`src/hw/rtl/tis_pkg.sv`:
```
// shared constants and codes for the tracked id slot table
`timescale 1ns / 1ps
`default_nettype none
package tis_pkg;

  localparam int unsigned SLOTS_DEFAULT = 8;
  localparam int unsigned ADDR_W        = 48;
  localparam int unsigned TIME_W        = 32;
  localparam int unsigned ENTRY_W       = ADDR_W + TIME_W;

  localparam logic [TIME_W-1:0] WINDOW_RESET = 32'd120000;

  localparam logic [1:0] OUTCOME_HIT     = 2'd0;
  localparam logic [1:0] OUTCOME_CLAIM   = 2'd1;
  localparam logic [1:0] OUTCOME_REPLACE = 2'd2;

  localparam logic ACTION_DETECT = 1'b0;
  localparam logic ACTION_COUNT  = 1'b1;

endpackage
`default_nettype wire

```
`src/hw/rtl/tis_ram.sv`:
```
// generic single write port, single read port ram with registered read
`timescale 1ns / 1ps
`default_nettype none
module tis_ram #(
  parameter int unsigned WIDTH = 80,
  parameter int unsigned DEPTH = 8
) (
  input  wire logic                     clk,
  input  wire logic                     we,
  input  wire logic [$clog2(DEPTH)-1:0] waddr,
  input  wire logic [WIDTH-1:0]         wdata,
  input  wire logic                     re,
  input  wire logic [$clog2(DEPTH)-1:0] raddr,
  output logic      [WIDTH-1:0]         rdata
);

  logic [WIDTH-1:0] mem [DEPTH];

  always_ff @(posedge clk) begin
    if (we) begin
      mem[waddr] <= wdata;
    end
    if (re) begin
      rdata <= mem[raddr];
    end
  end

endmodule
`default_nettype wire

```
`src/hw/rtl/tracked_id_slot_table_top.sv`:
```
// tracked id slot table: sequential slot scan with hit, claim or oldest replace, or an active count
`timescale 1ns / 1ps
`default_nettype none
// an accepted item passes the scan state, then the write state; no new item is taken
// until done is shown; the slot ram feeds one entry per cycle to the compare unit,
// then the write state writes back the chosen slot on a detect and raises done
// busy stays high until the cycle done is shown; done lasts one cycle, no receiver stall
// reset (synchronous, rst high) clears all slot valid bits, so every slot reads as zero,
// and loads the active window with 120000
module tracked_id_slot_table_top #(
  parameter int unsigned SLOTS = tis_pkg::SLOTS_DEFAULT
) (
  input  wire logic        clk,
  input  wire logic        rst,
  input  wire logic        start,
  output logic             busy,
  input  wire logic        action,
  input  wire logic [47:0] mac,
  input  wire logic [31:0] now_ms,
  input  wire logic        cfg_we,
  input  wire logic [31:0] cfg_wdata,
  output logic             done,
  output logic [2:0]       slot,
  output logic [1:0]       outcome,
  output logic [3:0]       active_count
);

  localparam int unsigned IW = $clog2(SLOTS);
  localparam int unsigned CW = $clog2(SLOTS + 1);
  localparam int unsigned AW = tis_pkg::ADDR_W;
  localparam int unsigned TW = tis_pkg::TIME_W;
  localparam int unsigned EW = tis_pkg::ENTRY_W;

  typedef enum logic [1:0] {
    ST_IDLE,
    ST_SCAN,
    ST_WRITE
  } state_t;

  state_t          state;
  logic [TW-1:0]   active_window;
  logic            act_q;
  logic [AW-1:0]   mac_q;
  logic [TW-1:0]   now_q;
  logic [IW:0]     rd_idx;
  logic            proc_valid;
  logic [IW-1:0]   proc_idx;
  logic            proc_in_use;
  logic [SLOTS-1:0] valid;

  logic            hit_found;
  logic [IW-1:0]   hit_idx;
  logic            free_found;
  logic [IW-1:0]   free_idx;
  logic [TW-1:0]   min_time;
  logic [IW-1:0]   min_idx;
  logic [CW-1:0]   cnt;

  logic            rd_en;
  logic [EW-1:0]   rd_data;
  logic [AW-1:0]   e_addr;
  logic [TW-1:0]   e_time;
  logic [TW-1:0]   e_age;
  logic            e_lead;
  logic [IW-1:0]   chosen;
  logic [1:0]      chosen_outcome;
  logic            wr_en;
  logic [7:0]      chosen_w;
  logic [7:0]      cnt_w;

  assign busy  = (state != ST_IDLE);
  assign rd_en = (state == ST_SCAN) && (rd_idx < (IW + 1)'(SLOTS));

  // an entry never written since reset reads as zero
  assign e_addr = proc_in_use ? rd_data[EW-1:TW] : '0;
  assign e_time = proc_in_use ? rd_data[TW-1:0] : '0;
  assign e_age  = now_q - e_time;
  assign e_lead = (e_addr[AW-1:AW-8] != 8'd0);

  always_comb begin
    if (hit_found) begin
      chosen         = hit_idx;
      chosen_outcome = tis_pkg::OUTCOME_HIT;
    end else if (free_found) begin
      chosen         = free_idx;
      chosen_outcome = tis_pkg::OUTCOME_CLAIM;
    end else begin
      chosen         = min_idx;
      chosen_outcome = tis_pkg::OUTCOME_REPLACE;
    end
  end

  assign wr_en    = (state == ST_WRITE) && (act_q == tis_pkg::ACTION_DETECT);
  assign chosen_w = 8'(chosen);
  assign cnt_w    = 8'(cnt);

  tis_ram #(
    .WIDTH(EW),
    .DEPTH(SLOTS)
  ) u_slot_ram (
    .clk  (clk),
    .we   (wr_en),
    .waddr(chosen),
    .wdata({mac_q, now_q}),
    .re   (rd_en),
    .raddr(rd_idx[IW-1:0]),
    .rdata(rd_data)
  );

  always_ff @(posedge clk) begin
    if (rst) begin
      valid <= '0;
    end else if (wr_en) begin
      valid[chosen] <= 1'b1;
    end
  end

  always_ff @(posedge clk) begin
    if (rst) begin
      state         <= ST_IDLE;
      active_window <= tis_pkg::WINDOW_RESET;
      proc_valid    <= 1'b0;
      done          <= 1'b0;
      slot          <= '0;
      outcome       <= '0;
      active_count  <= '0;
    end else begin
      done <= 1'b0;
      if (cfg_we) begin
        active_window <= cfg_wdata;
      end
      proc_valid <= rd_en;
      if (rd_en) begin
        proc_idx    <= rd_idx[IW-1:0];
        proc_in_use <= valid[rd_idx[IW-1:0]];
        rd_idx      <= rd_idx + 1'b1;
      end
      unique case (state)
        ST_IDLE: begin
          if (start) begin
            act_q      <= action;
            mac_q      <= mac;
            now_q      <= now_ms;
            rd_idx     <= '0;
            hit_found  <= 1'b0;
            free_found <= 1'b0;
            cnt        <= '0;
            state      <= ST_SCAN;
          end
        end
        ST_SCAN: begin
          if (proc_valid) begin
            if (!hit_found && (e_addr == mac_q)) begin
              hit_found <= 1'b1;
              hit_idx   <= proc_idx;
            end
            if (!free_found && !e_lead) begin
              free_found <= 1'b1;
              free_idx   <= proc_idx;
            end
            // strict less keeps the lowest index on equal times
            if ((proc_idx == '0) || (e_time < min_time)) begin
              min_time <= e_time;
              min_idx  <= proc_idx;
            end
            if (e_lead && (e_age < active_window)) begin
              cnt <= cnt + 1'b1;
            end
            if (proc_idx == IW'(SLOTS - 1)) begin
              state <= ST_WRITE;
            end
          end
        end
        ST_WRITE: begin
          done <= 1'b1;
          if (act_q == tis_pkg::ACTION_COUNT) begin
            slot         <= '0;
            outcome      <= tis_pkg::OUTCOME_HIT;
            active_count <= (cnt_w > 8'd15) ? 4'd15 : cnt_w[3:0];
          end else begin
            slot         <= chosen_w[2:0];
            outcome      <= chosen_outcome;
            active_count <= '0;
          end
          state <= ST_IDLE;
        end
        default: begin
          state <= ST_IDLE;
        end
      endcase
    end
  end

  a_done_after_write: assert property (@(posedge clk) disable iff (rst)
    done |-> $past(state == ST_WRITE))
    else $error("done without a write-back cycle");

  a_start_to_scan: assert property (@(posedge clk) disable iff (rst)
    (start && !busy) |=> (state == ST_SCAN))
    else $error("accepted item did not start a scan");

  a_result_kind: assert property (@(posedge clk) disable iff (rst)
    done |-> ((active_count == 4'd0) ||
              ((outcome == tis_pkg::OUTCOME_HIT) && (slot == 3'd0))))
    else $error("result mixes count and detect fields");

  a_outcome_code: assert property (@(posedge clk) disable iff (rst)
    done |-> (outcome != 2'd3))
    else $error("illegal outcome code");

  a_no_write_on_scan: assert property (@(posedge clk) disable iff (rst)
    rd_en |-> !wr_en)
    else $error("slot write during scan");

endmodule
`default_nettype wire

```
`config.mk`:
```
export PLATFORM = sky130hd
export DESIGN_NAME = tracked_id_slot_table_top
export DESIGN_NICKNAME = d
export VERILOG_FILES = /design/src/hw/rtl/tis_pkg.sv /design/src/hw/rtl/tis_ram.sv /design/src/hw/rtl/tracked_id_slot_table_top.sv
export SDC_FILE = /design/constraint.sdc
export NUM_CORES = 1
export LEC_CHECK = 0
export ABC_AREA = 1
export BUFFER_PORTS_ARGS = -buffer_cell sky130_fd_sc_hd__buf_4
export CAP_MARGIN = 25
export CORE_ASPECT_RATIO = 1.1
export CORE_MARGIN = 10
export CORE_UTILIZATION = 50
export CTS_BUF_LIST = sky130_fd_sc_hd__clkbuf_8
export DETAILED_ROUTE_END_ITERATION = 8
export HOLD_SLACK_MARGIN = 0.1
export PLACE_DENSITY_LB_ADDON = 0.3
export SYNTH_ARGS = -nofsm -noshare
export SYNTH_HDL_FRONTEND = slang
export SYNTH_SLANG_ARGS = --single-unit
```
`constraint.sdc`:
```
create_clock -name clk -period 7.8 [get_ports clk]
set_input_delay 0.78 -clock clk [delete_from_list [all_inputs] [get_ports clk]]
set_output_delay 0.78 -clock clk [all_outputs]
set_load 0.01 [all_outputs]
```
# Word level (Yosys, flattened, before mapping)
# Memory sizes are Yosys's and may differ from the RTL's. A register that Yosys moved wholly into a read port is not among the register bits.
# Cells that the tools add are included.
# word_totals
register_bits,189
ram_bits,640
inputBits,117
output_inout_bits,11
mem_count,1
# memory_table
memory,words,word_bits,read_ports,rd_ports_with_merged_regs,write_ports,line,source
u_slot_ram.mem,8,80,1,1,1,tis_ram.sv:17,logic [WIDTH-1:0] mem [DEPTH];
# op_classes
addsub,3
n_lt_le_gt_ge,7
n_eq_ne,10
muxes,35
n_bitwise,3
reduce_logical,24
# op_table
op,count
32-bit < comparator,2
48-bit equality test,1
48-bit 2-to-1 mux,1
32-bit 2-to-1 mux,1
4-bit 2-to-1 mux,8
32-bit subtractor,1
5-bit AND reduction,3
2-bit 2-to-1 mux,6
4-bit AND reduction,3
1-bit 2-to-1 mux,10
3-bit 2-to-1 mux,3
"4-bit by 1-bit adder with 4-bit output, second input constant",2
"3-bit by 4-bit < comparator with 1-bit output, second input constant",2
"2-bit by 1-bit != test with 1-bit output, second input constant",4
8-bit bitwise OR,1
4-bit one-hot mux with 2 select lines,1
8-bit nonzero test,1
1-bit logical AND,6
3-bit AND reduction,2
"4-bit greater-than comparator, second input constant",1
"4-bit < comparator, second input constant",1
"2-bit != test, second input constant",2
1-bit one-hot mux with 2 select lines,2
2-bit one-hot mux with 2 select lines,1
13 further kinds,17

# Longest topological paths before layout
# Gate-level depths: netlist (run 1).
# logic_depth
ltp_word,7
ltp_mapped,24
ltp_nobuf,22

# Hierarchy
# Synthesis (run 1) repeated with hierarchy kept, for this count alone.
# unflattened
cells_unflattened,4111
hier_area_um2,41104.4
# modules_own_cells
module,instances,cells_each,area_each_um2,seq_area_each_um2
tis_ram,1,2863,30312.8,21620.7
tracked_id_slot_table_top,1,1248,10791.6,5144.9

# Least setup slack after synthesis (run 1)
# Ideal clock, no wire load.
# synth_timing
path_kind,in2reg
startpoint,in rst
endpoint,reg cnt[0] (enable)
arrival_ns,5.182
required_time_ns,7.453
slack_ns,2.271
path_stages,4
path_buffers,1
path_cell_list,clkbuf_1 nor2_1 nor2_1 a21oi_1
# synth_between
elab_chain_len,2
# synth_rtl
item,line,source
start: declaration,tracked_id_slot_table_top.sv:14,"input wire logic rst,"
1-bit inverter (no source line),n/a,
5-bit AND reduction (no source line),n/a,
end signal: assignment,tracked_id_slot_table_top.sv:167,cnt <= cnt + 1'b1;
end: declaration,tracked_id_slot_table_top.sv:57,logic [CW-1:0] cnt;
# Every way passes these cells.
# A chain may end at the register's enable or synchronous reset.

# Worst setup path in the final report (run 1)
# layout_timing
startpoint,reg proc_in_use
endpoint,reg cnt[0] (enable)
# layout_between
elab_chain_len,6
word_cells_on_any_way,8
classes_between,add/sub (1); order compare (1); eq/ne (1); mux (2); reduce/logical (3)
# layout_rtl
item,line,source
start: declaration,tracked_id_slot_table_top.sv:48,logic proc_in_use;
start signal: assignment,tracked_id_slot_table_top.sv:135,proc_in_use <= valid[rd_idx[IW-1:0]];
32-bit 2-to-1 mux,tracked_id_slot_table_top.sv:76,assign e_time = proc_in_use ? rd_data[TW-1:0] : '0;
32-bit subtractor,tracked_id_slot_table_top.sv:77,assign e_age = now_q - e_time;
32-bit < comparator,tracked_id_slot_table_top.sv:166,if (e_lead && (e_age < active_window)) begin
1-bit logical AND (*),tracked_id_slot_table_top.sv:166,
2-bit by 1-bit != test with 1-bit output (no source line) (*),n/a,
5-bit AND reduction (no source line) (*),n/a,
# Mark *: on every way between the ends. The rest lies on a longest branch, timed or not.

==> run summary, run 1 <==
• 0 — total grt overflow
• 0.364 — Clock Power Share
• sky130_fd_sc_hd__edfxtp_1 — cell type contributing the most total cell area after synthesis
• sky130_fd_sc_hd__clkbuf_8 — cell at the root of the clock tree
• 3534 — post-layout net count
• 36 — worst-path fanout max
• 3352 — synthesized net count
• 4.76 ns — Crit path arrival time
• 0 — max-capacitance violation count
• in -> reg — worst hold-check path type
• 0.681 — proportion of netlist area held by the largest area contributor
• 190 — largest net degree at the start of global routing
• proc_in_use$_DFFE_PP_ — reg-to-reg critical path startpoint
• 88200 um — total detailed-routing wirelength
• 10.2 mW — Pwr Total
• 0.252 — net switching fraction of the power
• 909 — number of sinks handled by clock tree synthesis
• 0 — antenna-violating nets left
• 86800 sq um — die area
• 146 — number of CTS-inserted buffers
• 0.553 — final cycle utilization of the critical path
• 0.101 — share of layout cells above drive strength 1
• sky130_fd_sc_hd__edfxtp_1 — most frequent standard cell in the layout excluding fill and tap cells
• 24.5k — vias after detailed routing
• 45 — number of distinct standard cells referenced by the synthesized netlist
• 232 MHz — achievable clock frequency
• 37700 sq um — post-synth design cell area
• 7.60 mW — total internal power
• 0 — Max Transition Viols Final
• 50300 um — sum of net half-perimeters after detailed placement
• 0.168 ns — worst hold slack
• 0 — final setup vio count
• proc_in_use$_DFFE_PP_ — worst setup path startpoint
• 282 um — horizontal die dimension
• 240 nW/um^2 — Power Density
• sky130_fd_sc_hd__edfxtp_1 — most instantiated flip-flop cell in the synthesis netlist
• 0 — Final Hold Violating Endpoints
• 105 — num rows
• 0 — post-cts resize count
• 856 — Post-synth EDFFs
• 308 um — DIE HEIGHT
• 4.31 ns — clock period minus worst slack
• 0.875 — final weighted congestion of routability-driven global placement
• 74800 sq um — total core area
• 136000 um — first-pass GRT wire length
• 1.09 ns — Worst Max-Slew Pin Slew
• 128 — IO Count
• no — unrepaired setup endpoints after global routing
• sky130_fd_sc_hd__edfxtp_1 (68%), sky130_fd_sc_hd__nor2_1 (6.7%), sky130_fd_sc_hd__o21ai_0 (5.2%), sky130_fd_sc_hd__ha_1 (3.2%), sky130_fd_sc_hd__dfxtp_1 (2.8%) — biggest area contributors in the synthesized netlist
• 3138 — cell count after synthesis
• completed — run status
• 0.505 — starting density of the core
• 15.3 nW — standby leakage power
• 0.81 ns — clock network latency to the later pin of the worst-skew pair
• 3 — number of buffers on the longest clock path
• done — clock tree from TritonCTS
• register — Worst Setup Start Kind
• 0 — asr flop ratio synth
• 1827 — drt first-iter violations
• 0 — count of unresolved DRC violations after routing
• 0.06 ns — clock-pin slew reported for the worst setup and hold paths after clock tree synthesis
• 3 — number of antenna violations at the first check in global routing
• sky130_fd_sc_hd__edfxtp_1 (856), sky130_fd_sc_hd__nor2_1 (668), sky130_fd_sc_hd__o21ai_0 (395) — most used cells in the layout excluding fill and tap cells
• 0 ns — aggregate negative setup slack
• 0.710 — sequential fraction of the synthesis area
• 909 — flop and latch count out of synthesis
• 20.1 um — Routed WL per cell
• 4 — count of H-tree levels built during CTS
• 0.186 mV — Worst VDD drop
• 12.4% — Area growth syn-to-layout
• 0.202 — GRT Total Usage
• 0 — number of warnings issued by yosys
• register — endpoint type of the worst setup path
• 5 — number of iterations in the first detailed-routing pass
• 12.0 sq um — syn avg cell area
• 127 — quantity of I/O buffers inserted on ports
• now_ms[7] — beginning of the worst hold path
• 0.095 — combinational cell fraction of total power
• 0.276 — Slew Limit Headroom
• 5.58 — vias per cell
• 2.57 mW — Switching Power
• 24.0k — vias in the first global route
• reg -> reg — Critical Setup Path Class
• 0.541 — sequential share of power
• 8.24 ns — required time reported for the critical path endpoint
• 0.0356 ns — Layout Skew
[worst max-delay path, cell delays in order, from the launching register on]
cell	delay (ns)
sky130_fd_sc_hd__edfxtp_1	0.34
sky130_fd_sc_hd__buf_4	0.38
sky130_fd_sc_hd__nand2_1	0.15
sky130_fd_sc_hd__ha_1	0.41
sky130_fd_sc_hd__nand2_1	0.16
sky130_fd_sc_hd__nor2_1	0.19
sky130_fd_sc_hd__nand2_1	0.07
sky130_fd_sc_hd__nor2_1	0.23
sky130_fd_sc_hd__nor2_1	0.14
sky130_fd_sc_hd__o21bai_1	0.17
sky130_fd_sc_hd__xor2_1	0.29
sky130_fd_sc_hd__ha_1	0.31
sky130_fd_sc_hd__a21oi_1	0.15
sky130_fd_sc_hd__o21ai_0	0.09
sky130_fd_sc_hd__nand2_1	0.06
sky130_fd_sc_hd__a21oi_1	0.06
sky130_fd_sc_hd__nor2_1	0.14
sky130_fd_sc_hd__nand3_1	0.22
sky130_fd_sc_hd__a21oi_1	0.40
[cell type report]
cell class	instances	area, sq um
Antenna cell	1	2.50
Clock buffer	147	2020
Clock inverter	107	589
Fill cell	6075	32300
Inverter	180	703
Multi-Input combinational cell	1903	9610
Sequential cell	909	26800
Tap cell	963	1200
Timing Repair Buffer	180	1510
[routing by layer]
metal	part of all wire	routed length, um	global-route usage	vias to the layer above
met3	0.069	6090	0.0398	135
met5	0	0	0	-
met2	0.49	43100	0.337	825
met4	0.020	1750	0.0587	0
met1	0.42	37300	0.264	12000
li1	-	-	-	11600
[synthesized netlist by cell type (2+ instances only)]
cell,instances
sky130_fd_sc_hd__inv_1,177
sky130_fd_sc_hd__buf_2,37
sky130_fd_sc_hd__xor2_1,33
sky130_fd_sc_hd__nand3b_1,4
sky130_fd_sc_hd__and2_1,4
sky130_fd_sc_hd__nor3_1,22
sky130_fd_sc_hd__clkbuf_1,83
sky130_fd_sc_hd__a21o_1,3
sky130_fd_sc_hd__inv_2,2
sky130_fd_sc_hd__dfxtp_1,53
sky130_fd_sc_hd__or2_2,2
sky130_fd_sc_hd__and3_1,3
sky130_fd_sc_hd__o22ai_1,82
sky130_fd_sc_hd__nand3_1,48
sky130_fd_sc_hd__o21ai_0,395
sky130_fd_sc_hd__a21oi_1,126
sky130_fd_sc_hd__a211oi_1,2
sky130_fd_sc_hd__nor2_2,2
sky130_fd_sc_hd__o41ai_1,2
sky130_fd_sc_hd__nor2_1,671
sky130_fd_sc_hd__nand4_1,12
sky130_fd_sc_hd__o211ai_1,3
sky130_fd_sc_hd__o21ai_1,4
sky130_fd_sc_hd__edfxtp_1,856
sky130_fd_sc_hd__nand2_1,274
sky130_fd_sc_hd__buf_6,12
sky130_fd_sc_hd__o21a_1,4
sky130_fd_sc_hd__ha_1,96
sky130_fd_sc_hd__a31oi_1,81
sky130_fd_sc_hd__buf_4,3
sky130_fd_sc_hd__buf_1,10
sky130_fd_sc_hd__o21bai_1,7
sky130_fd_sc_hd__xnor2_1,13
[sequential cells by signal, indices dropped and copies added, names as in the netlist, 2 cells and up]
signal	cells
slot	3
rd_idx	4
u_slot_ram.rdata	80
proc_idx	3
u_slot_ram.mem	640
state	2
free_idx	3
valid	8
hit_idx	3
min_time	32
min_idx	3
now_q	32
active_count	4
mac_q	48
outcome	2
active_window	32
cnt	4
[through the flow]
step | instance area (sq um) | setup WS, ns | utilization | instances
6_report | 42400 | 3.49 | 0.567 | 4390
5_1_grt | 42400 | 3.11 | 0.567 | 4390
4_1_cts | 42300 | 3.44 | 0.566 | 4385
3_5_place_dp | 39500 | 3.44 | 0.528 | 4107
3_3_place_gp | 39500 | 3.52 | 0.528 | 4107
2_1_floorplan | 37700 | 2.27 | - | 3138
[final timing paths]
kind	end	slack, ns	cells after the start
min	now_q[7]$_DFFE_PP_	0.17	1
min reg2reg	valid[4]$_SDFFE_PP0P_	0.46	2
max reg2reg	cnt[0]$_SDFFCE_PN0P_	3.49	18
max	cnt[0]$_SDFFCE_PN0P_	3.49	18
[cell families after synthesis]
logic type	synth area share
fa+ha+maj	0.0324
buf+inv	0.0367
simple gates	0.108
compound gates	0.102
xor+xnor	0.0107
flops	0.710
[power groups by stage]
| stage | Combinational, mW | Sequential (mW) | Clock, mW |
|---|---|---|---|
| 6_report | 0.964 | 5.50 | 3.70 |
| 5_1_grt | 1.09 | 5.51 | 4.01 |
| 4_1_cts | 0.968 | 5.50 | 3.78 |
| 3_5_place_dp | 0.955 | 5.60 | 0 |
| 3_3_place_gp | 0.942 | 5.60 | 0 |
| 2_1_floorplan | 0.678 | 5.57 | 0 |
[what timing repair did]
action / CTS / global route
hold buffers: 24 / 0
endpoints found under the hold margin: 24 / 0
buffers inserted: 0 / 0
Note: power is estimated with default switching activity, not from simulation.
==> inputs of run 2 (changes only) <==
==> constraint.sdc (replaced) <==
create_clock -name clk -period 3.5 [get_ports clk]
set_input_delay 0.35 -clock clk [delete_from_list [all_inputs] [get_ports clk]]
set_output_delay 0.35 -clock clk [all_outputs]
set_load 0.01 [all_outputs]
==> run 2 against run 1 <==
Effect of this change:
- the run now ends with negative setup slack left
- die area is the same
- via count is 5.0% higher
- register-to-register slack got worse by 3.5 ns
- design area rose by 9.3%
- worst setup slack worse by 3.5 ns
- count of clock-buffer cells in the layout fell by 2
- wire length up 6.4%
- sequential share of layout area fell by 5.4 points
- clock skew rose by 0.0084 ns
- sequential power rose by 120%
- largest power group unchanged
==> run summary, run 2 (synthesis results as in run 1) <==
• 909 — number of sinks handled by clock tree synthesis, unchanged
• 166 — largest net degree at the start of global routing, -13%
• u_slot_ram.mem — Top reg by flops
• 3.54 ns — clock period minus worst slack, -0.769 ns
• in -> reg — worst hold-check path type
• 0.06 ns — clock-pin slew reported for the worst setup and hold paths after clock tree synthesis, about the same
• 2 — Worst Hold Depth, +1
• 25.7k — vias after detailed routing, +5.0%
• 0.0440 ns — Layout Skew, +0.00838 ns
• 128 — IO Count, unchanged
• finished, violations left — run status
• 4 — count of H-tree levels built during CTS, unchanged
• 0.258 — net switching fraction of the power, +0.00599
• 141000 um — first-pass GRT wire length, +4.3%
• 143 — number of CTS-inserted buffers, -2.1%
• sky130_fd_sc_hd__clkbuf_8 — cell at the root of the clock tree
• 4 — final setup vio count, +4
• 0 — antenna-violating nets left, unchanged
• register — endpoint type of the worst setup path
• 86800 sq um — die area, unchanged
• 105 — num rows, unchanged
• 0.867 — final weighted congestion of routability-driven global placement, -0.86%
• 127 — quantity of I/O buffers inserted on ports, unchanged
• -0.396 ns — pre-CTS WS, -3.83 ns
• 2120 — drt first-iter violations, +16%
• 74800 sq um — total core area, unchanged
• 0.80 ns — clock network latency to the later pin of the worst-skew pair, about the same
• 25.1k — vias in the first global route, +4.5%
• 0 — Max Transition Viols Final, unchanged
• 499 nW/um^2 — Power Density, +110%
• 0 — max-capacitance violation count, unchanged
• yes — unrepaired setup endpoints after global routing
• 22.9% — Area growth syn-to-layout
• 0 — total grt overflow, unchanged
• 0.620 — post-layout util, +0.0528
• 0.404 mV — Worst VDD drop, +120%
• 0 — count of unresolved DRC violations after routing, unchanged
• sky130_fd_sc_hd__edfxtp_1 (856), sky130_fd_sc_hd__nor2_1 (641), sky130_fd_sc_hd__o21ai_0 (376) — most used cells in the layout excluding fill and tap cells
• 308 um — DIE HEIGHT, unchanged
• 6 — worst-path fanout max, -83%
• 5.98 mW — Switching Power, +130%
• 3.98 ns — required time reported for the critical path endpoint, -4.26 ns
• 0.505 — starting density of the core, unchanged
• 5544 — number of filler instances in the final layout, -8.7%
• 3818 — post-layout net count, +8.0%
• 21 — path depth of the worst reg2reg path, +3
• register — Worst Setup Start Kind
• 54400 um — sum of net half-perimeters after detailed placement, +8.1%
• 0.168 — Slew Limit Headroom, -0.107
• 2 — number of antenna violations at the first check in global routing, -1
• 4.02 ns — Crit path arrival time, -0.74 ns
• u_slot_ram.mem: 640 flops, u_slot_ram.rdata: 80 flops, mac_q: 48 flops — largest registers
• 5.51 — vias per cell, -1.3%
• 282 um — horizontal die dimension, unchanged
• reg -> reg — Critical Setup Path Class
• -0.0425 ns — setup ws final, -3.53 ns
• done — clock tree from TritonCTS
• 0.211 — GRT Total Usage, +0.00890
• 20.1 um — Routed WL per cell, about the same
• 282 MHz — achievable clock frequency, +22%
• 93900 um — total detailed-routing wirelength, +6.4%
• 3 — number of buffers on the longest clock path, unchanged
• 0 — Final Hold Violating Endpoints, unchanged
• 1.25 ns — Worst Max-Slew Pin Slew, +0.161 ns
• 1.01 — final cycle utilization of the critical path, +0.459
• 0.191 — share of layout cells above drive strength 1, +0.0907
• 640 — number of flip-flops in the largest register, unchanged
• 0.530 — sequential share of power, -0.011
• 17.2 mW — total internal power, +130%
• 23.2 mW — Pwr Total, +130%
• 0.121 — combinational cell fraction of total power, +0.026
• sky130_fd_sc_hd__edfxtp_1 — most frequent standard cell in the layout excluding fill and tap cells
• -0.169 ns — aggregate negative setup slack, -0.169 ns
• negative setup slack — violations in the final reports
• 0.349 — Clock Power Share, -0.015
• 5 — number of iterations in the first detailed-routing pass, unchanged
• 16.9 nW — standby leakage power, +10%
-- run 2: cell count changes in the layout (fill, tap and decap cells not counted), sizes merged --
cell and delta:
buf +171, dlygate4sd3 +113, clkinv -5, inv +5, bufinv -2, clkbuf +1
-- run 2: what timing repair did --
action / in CTS / in global routing
gates resized for setup: 29 / 243
endpoints found under the setup margin: 4 / 4
hold buffers: 137 / 0
pin swaps: 4 / 81
cloned: 0 / 4
buffers inserted: 2 / 12
hold endpoints to repair: 132 / 0
-- run 2: worst paths after layout --
kind / start / endpoint / slack (ns)
max reg2reg: proc_in_use$_DFFE_PP_ / cnt[0]$_SDFFCE_PN0P_ / -0.04
max: proc_in_use$_DFFE_PP_ / cnt[0]$_SDFFCE_PN0P_ / -0.04
min reg2reg: valid[1]$_SDFFE_PP0P_ / valid[1]$_SDFFE_PP0P_ / 0.46
min: now_ms[24] / now_q[24]$_DFFE_PP_ / 0.26
-- run 2: final cells by class --
class / count / area [sq um] / area share
flip-flops and latches: 909 / 26800 / 0.577
repair buffers: 467 / 4370 / 0.0942
well taps: 963 / 1200 / 0.0260
inverters: 180 / 706 / 0.0152
multi-input cells: 1903 / 10800 / 0.233
clock inverters: 105 / 534 / 0.0115
clock buffers: 145 / 2000 / 0.0430
diodes: 1 / 2.50 / 0.0000540
-- run 2: through the flow --
stage	std cells	hold slack [ns]	area [sq um]
6_report	4673	0.262	46400
5_1_grt	4673	0.213	46400
2_1_floorplan	3138	0.431	37800
4_1_cts	4655	0.191	45100
3_3_place_gp	4265	0.440	41000
3_5_place_dp	4266	0.443	41000
-- run 2: layer usage --
layer	routed length [um]	global-route usage	up-vias
met4	2280	0.0642	0
li1	-	-	12100
met5	0	0	-
met2	46200	0.351	904
met3	6530	0.0435	171
met1	38900	0.274	12500
-- run 2: power groups by stage --
stage / clock (mW) / combinational (mW) / sequential (mW)
finish: 8.09 / 2.80 / 12.3
global route: 8.74 / 3.10 / 12.3
CTS: 8.23 / 2.54 / 12.3
detailed placement: 0 / 2.36 / 12.5
global placement: 0 / 2.32 / 12.5
floorplan: 0 / 1.52 / 12.4
-- run 2: worst max-delay path: stages, from the launching register on --
cell and delay, ns:
sky130_fd_sc_hd__edfxtp_1 0.44, sky130_fd_sc_hd__buf_6 0.17, sky130_fd_sc_hd__buf_12 0.15, sky130_fd_sc_hd__clkbuf_16 0.17
sky130_fd_sc_hd__nand2_2 0.11, sky130_fd_sc_hd__ha_4 0.23, sky130_fd_sc_hd__a21oi_4 0.17, sky130_fd_sc_hd__o21ai_1 0.14
sky130_fd_sc_hd__a21oi_1 0.14, sky130_fd_sc_hd__o21ai_0 0.09, sky130_fd_sc_hd__nor2_1 0.13, sky130_fd_sc_hd__nand2_1 0.07
sky130_fd_sc_hd__nand2_1 0.06, sky130_fd_sc_hd__nand2_1 0.05, sky130_fd_sc_hd__ha_1 0.29, sky130_fd_sc_hd__nand2_1 0.09
sky130_fd_sc_hd__nor2_2 0.04, sky130_fd_sc_hd__nand4_1 0.12, sky130_fd_sc_hd__a21oi_2 0.05, sky130_fd_sc_hd__nor2_2 0.17
sky130_fd_sc_hd__nand3_4 0.13, sky130_fd_sc_hd__a21oi_4 0.20
